--- config.mk ---
export PLATFORM = sky130hd
export DESIGN_NAME = bts_ctrl
export DESIGN_NICKNAME = d
export VERILOG_FILES = /design/src/bts_pkg.sv /design/src/bts_ctrl.sv
export SDC_FILE = /design/constraint.sdc
export NUM_CORES = 1
export LEC_CHECK = 0
export BUFFER_PORTS_ARGS = -buffer_cell sky130_fd_sc_hd__clkbuf_2
export CAP_MARGIN = 20
export CORE_AREA = 2 2 39 41
export DETAILED_ROUTE_END_ITERATION = 10
export DIE_AREA = 0 0 41 43
export PLACE_DENSITY = 0.66
export SETUP_SLACK_MARGIN = 0.02
export SKIP_LAST_GASP = 1
export SLEW_MARGIN = 20
export SYNTH_ARGS = -nofsm -noshare
export SYNTH_HDL_FRONTEND = slang
export SYNTH_SLANG_ARGS = --single-unit
--- constraint.sdc ---
create_clock -name i_clk -period 1.25 [get_ports i_clk]
set_clock_uncertainty 0.05 [all_clocks]
set_input_delay 0.25 -clock i_clk [delete_from_list [all_inputs] [get_ports i_clk]]
set_output_delay 0.25 -clock i_clk [all_outputs]
set_load 0.05 [all_outputs]
--- src/bts_pkg.sv ---
package bts_pkg;

    localparam int DEF_MAX_WIDTH   = 256;
    localparam int DEF_MAX_HEIGHT  = 256;
    localparam int DEF_WEIGHT_BITS = 8;

    localparam int STORE_AW = 16;
    localparam int SIZE_W   = 9;
    localparam int PADDR_W  = 4;

    // register byte addresses
    localparam logic [PADDR_W-1:0] REG_WIDTH  = 4'h0;
    localparam logic [PADDR_W-1:0] REG_HEIGHT = 4'h4;
    localparam logic [PADDR_W-1:0] REG_ALPHA  = 4'h8;
    localparam logic [PADDR_W-1:0] REG_TILED  = 4'hC;

    localparam logic OP_LOAD   = 1'b0;
    localparam logic OP_SAMPLE = 1'b1;

    typedef struct packed {
        logic               opcode;
        logic [15:0]        texel_index;
        logic [7:0]         in_red;
        logic [7:0]         in_green;
        logic [7:0]         in_blue;
        logic [7:0]         in_alpha;
        logic signed [31:0] coord_u;
        logic signed [31:0] coord_v;
    } t_in_item;

    typedef struct packed {
        logic [7:0] out_red;
        logic [7:0] out_green;
        logic [7:0] out_blue;
        logic [7:0] out_alpha;
    } t_out_item;

    // controller to datapath
    typedef struct packed {
        logic       capture;    // latch axis values computed from the item
        logic       mem_write;  // write loaded texel
        logic       mem_read;   // issue read
        logic [1:0] read_sel;   // which neighbor to read
        logic       take;       // store returned texel
        logic [1:0] take_sel;
        logic       blend;      // blend x pass
        logic       finish;     // blend y pass into output register
    } t_dp_cmd;

endpackage

--- src/bts_ctrl.sv ---
module bts_ctrl (
    input  logic              i_clk,
    input  logic              i_rst_n,
    input  logic              i_in_valid,
    output logic              o_in_stall,
    input  logic              i_opcode,
    output logic              o_out_valid,
    input  logic              i_out_stall,
    output bts_pkg::t_dp_cmd  o_cmd
);

    localparam logic [2:0] ST_IDLE  = 3'd0;
    localparam logic [2:0] ST_READ  = 3'd1;
    localparam logic [2:0] ST_DRAIN = 3'd2;
    localparam logic [2:0] ST_BLEND = 3'd3;
    localparam logic [2:0] ST_FIN   = 3'd4;

    logic [2:0] r_state, n_state;
    logic [1:0] r_cnt, n_cnt;
    logic       r_rd, n_rd;
    logic [1:0] r_rd_sel, n_rd_sel;
    logic       r_out_valid, n_out_valid;
    logic       accept;

    assign o_in_stall  = (r_state != ST_IDLE);
    assign accept      = i_in_valid && !o_in_stall;
    assign o_out_valid = r_out_valid;

    // sequencer: loads write at once; samples take four reads, then two blend passes
    always_comb begin
        n_state     = r_state;
        n_cnt       = r_cnt;
        n_rd        = 1'b0;
        n_rd_sel    = r_cnt;
        n_out_valid = r_out_valid;
        o_cmd       = '0;
        if (r_out_valid && !i_out_stall) begin
            n_out_valid = 1'b0;
        end
        o_cmd.take     = r_rd;
        o_cmd.take_sel = r_rd_sel;
        case (r_state)
            ST_IDLE: begin
                if (accept) begin
                    o_cmd.capture = 1'b1;
                    if (i_opcode == bts_pkg::OP_LOAD) begin
                        o_cmd.mem_write = 1'b1;
                    end else begin
                        n_state = ST_READ;
                        n_cnt   = 2'd0;
                    end
                end
            end
            ST_READ: begin
                o_cmd.mem_read = 1'b1;
                o_cmd.read_sel = r_cnt;
                n_rd           = 1'b1;
                n_rd_sel       = r_cnt;
                n_cnt          = r_cnt + 2'd1;
                if (r_cnt == 2'd3) begin
                    n_state = ST_DRAIN;
                end
            end
            ST_DRAIN: begin
                n_state = ST_BLEND;
            end
            ST_BLEND: begin
                o_cmd.blend = 1'b1;
                n_state     = ST_FIN;
            end
            ST_FIN: begin
                if (!r_out_valid || !i_out_stall) begin
                    o_cmd.finish = 1'b1;
                    n_out_valid  = 1'b1;
                    n_state      = ST_IDLE;
                end
            end
            default: begin
                n_state = ST_IDLE;
            end
        endcase
    end

    always_ff @(posedge i_clk) begin
        if (!i_rst_n) begin
            r_state     <= ST_IDLE;
            r_cnt       <= 2'd0;
            r_rd        <= 1'b0;
            r_rd_sel    <= 2'd0;
            r_out_valid <= 1'b0;
        end else begin
            r_state     <= n_state;
            r_cnt       <= n_cnt;
            r_rd        <= n_rd;
            r_rd_sel    <= n_rd_sel;
            r_out_valid <= n_out_valid;
        end
    end

endmodule

==> impl_metrics.env <==
export IMPL_synth_area_leader_cell="dfxtp_1"
export IMPL_hpwl_um=684.9
export IMPL_worst_pin_slew_ps=275.1
export IMPL_status="finished, violations left"
export IMPL_drt_iter0_drc=1
export IMPL_slowest_delay_ps=400
export IMPL_synthesis_nets=56
export IMPL_worstPathMaxFanout=4
export IMPL_antennaDiodeCount=0
export IMPL_syn_area_um2=432.9
export IMPL_fin_cells=90
export IMPL_cp_required_ps=950
export IMPL_port_buffers=16
export IMPL_p_total_uw=671.6
export IMPL_r2r_slack_ps=-110
export IMPL_ir_drop_v=0.0004680
export IMPL_synth_distinct_cells=25
export IMPL_yosys_top_cells_count="dfxtp_1, nand2_1"
export IMPL_critPathSlowestCell="or3b_4"
export IMPL_r2r_start="r_state[2]"
export IMPL_area_growth_pct=70.81
export IMPL_cts_tree="built"
export IMPL_antenna_found_initial=0
export IMPL_grt_util_all_layers=0.1295
export IMPL_startpoint_type="flip-flop"
export IMPL_syn_inst=50
export IMPL_clk_pin_slew_ps=60
export IMPL_design_core_area_um2=1384
export IMPL_ys_seq_area_frac=0.4162
export IMPL_layout_nets=81
export IMPL_die_h_um=43
export IMPL_start_util=0.3128
export IMPL_grt_pass1_wl_um=1524
export IMPL_critPathCaptureType="output port"
export IMPL_async_flop_share=0
export IMPL_hold_start="i_rst_n"
export IMPL_drt_vias_per_instance=4.600
export IMPL_power_leakage_nw=0.3605
export IMPL_min_to="r_state[2]"
export IMPL_drv_slew=0
export IMPL_reg2regPathDepth=5
export IMPL_rows=14
export IMPL_drtPass1Iterations=4
export IMPL_synth_flop_cell="dfxtp_1"
export IMPL_drtAntennaViolNets=0
export IMPL_cts_root_buf="clkbuf_4"
export IMPL_placed_cell_area_um2=613.1
export IMPL_pwr_density_cell_nw_per_um2=908.2
export IMPL_synth_area_per_cell_um2=8.658
export IMPL_hold_ws_ps=259.8
export IMPL_synth_top_area_frac=0.4162
export IMPL_hold_path_cell_count=2
export IMPL_grt_pass1_vias=388
export IMPL_drive_gt1_frac=0.5541
export IMPL_die_x_um=41
export IMPL_hold_viol=0
export IMPL_rsz0062_at_grt="yes"
export IMPL_final_area_um2=739.5
export IMPL_max_freq_mhz=621.7
export IMPL_h_tree_depth=1
export IMPL_synth_area_leaders="dfxtp_1, nand2_1, and3_1"
export IMPL_clk_insertion_delay_late_ps=250
export IMPL_period_share=1.287
export IMPL_worst_slack_ps=-358.5
export IMPL_holdCritPathClass="input pin to flip-flop"
export IMPL_synth_edf_count=0
export IMPL_vias=414
export IMPL_num_io_pins=17
export IMPL_setup_violations=9
export IMPL_slew_headroom=0.8152
export IMPL_route_detailed_drc=0
export IMPL_synth_seq_cells=9
export IMPL_fin_tns_setup_ps=-2219
export IMPL_synth_most_common_cell="dfxtp_1"
export IMPL_grt_ovfl_total=0
export IMPL_crit_type="flip-flop to output port"
export IMPL_clock_sinks=9
export IMPL_clock_path_buffers=2
export IMPL_r2r_end="r_state[2]"
export IMPL_numCtsBuffers=3
export IMPL_gp_congestion=0.7330
export IMPL_grt_max_degree=12
export IMPL_max_cap_violations=0
export IMPL_fp_dieArea_um2=1763
export IMPL_worst_endpoint_arrival_ps=1310
export IMPL_wl_per_cell_um=10.10
export IMPL_synth_warnings=0
export IMPL_routed_wl_um=909
export IMPL_dpl_cell_count=85
export IMPL_min_period_ps=1608
export IMPL_worstPathCellList="or3b_4, a21oi_4, buf_8"
export IMPL_violations="setup timing"
==> stage by stage <==
step	setup WS, ps	util
2_1_floorplan	-595.3	-
3_3_place_gp	-237.3	0.4430
3_5_place_dp	-253.3	0.4430
4_1_cts	-380.8	0.5154
5_1_grt	-409.9	0.5344
6_report	-358.5	0.5344
==> final cells by class <==
cell class,instances,area (um2)
inverters,3,11.26
repair buffers,24,221.5
clock buffers,4,26.28
flip-flops and latches,9,186.4
multi-input cells,34,274.0
well taps,16,20.02
fillers,132,644.4
==> critical path: cells and delay by family (launching register included) <==
kind                   cells  cell delay, ps
AND/OR/NAND/NOR            1             400
AO/OA/AOI/OAI              1             130
buffers and inverters      1             150
flip-flops                 1             370
==> kinds of logic after synthesis <==
kind of cell             after synthesis  synth area share
flip-flops                             9            0.4162
AO/OA/AOI/OAI                         10            0.1561
buffers and inverters                  7           0.09824
AND/OR/NAND/NOR                       23            0.3006
adder cells (fa/ha/maj)                1           0.02890
==> worst max-delay path by stage <==
stage / startpoint / end / slack, ps / depth (start not counted)
floorplan: r_state[1] / o_cmd[8] / -600 / 3
global placement: r_state[2] / o_cmd[0] / -240 / 3
detailed placement: r_state[2] / o_cmd[0] / -250 / 3
CTS: r_state[2] / o_cmd[0] / -380 / 3
global route: r_state[2] / o_cmd[0] / -410 / 3
finish: r_state[2] / o_cmd[0] / -360 / 3
==> registers in the layout, summed over array words and instances, names as in the netlist <==
signal,count
n_rd_sel,2
o_out_valid,1
r_rd,1
r_rd_sel,2
r_state,3
==> power breakdown <==
part | internal, mW | total, mW | switching [mW]
combinational | 0.0681 | 0.153 | 0.0852
sequential | 0.294 | 0.302 | 0.00760
clock | 0.123 | 0.216 | 0.0939
==> metal layers <==
layer / up-vias / global-route usage / share of wire
li1: 218 / - / -
met2: 12 / 0.1875 / 0.48
met5: - / 0 / 0
met1: 182 / 0.1640 / 0.46
met3: 2 / 0.04712 / 0.044
met4: 0 / 0.06000 / 0.015
==> timing repair <==
item,CTS,global route
resized for setup,21,10
hold buffers,0,0
endpoints found under the setup margin,11,11
pin swaps,0,1
buffers inserted,0,1
cloned,0,0
==> cells in the final DEF, fill, tap and decap left out, types with 2 or more instances in the layout <==
| cell type | instances |
|---|---|
| a21oi_1 | 2 |
| and3_4 | 2 |
| buf_4 | 9 |
| buf_6 | 2 |
| buf_8 | 2 |
| clkbuf_2 | 7 |
| clkbuf_4 | 4 |
| dfxtp_1 | 6 |
| dfxtp_2 | 2 |
| inv_1 | 3 |
| nand2_1 | 7 |
| nand2b_1 | 2 |
| o22ai_1 | 2 |
No activity file was read; power rests on OpenSTA's default activity.
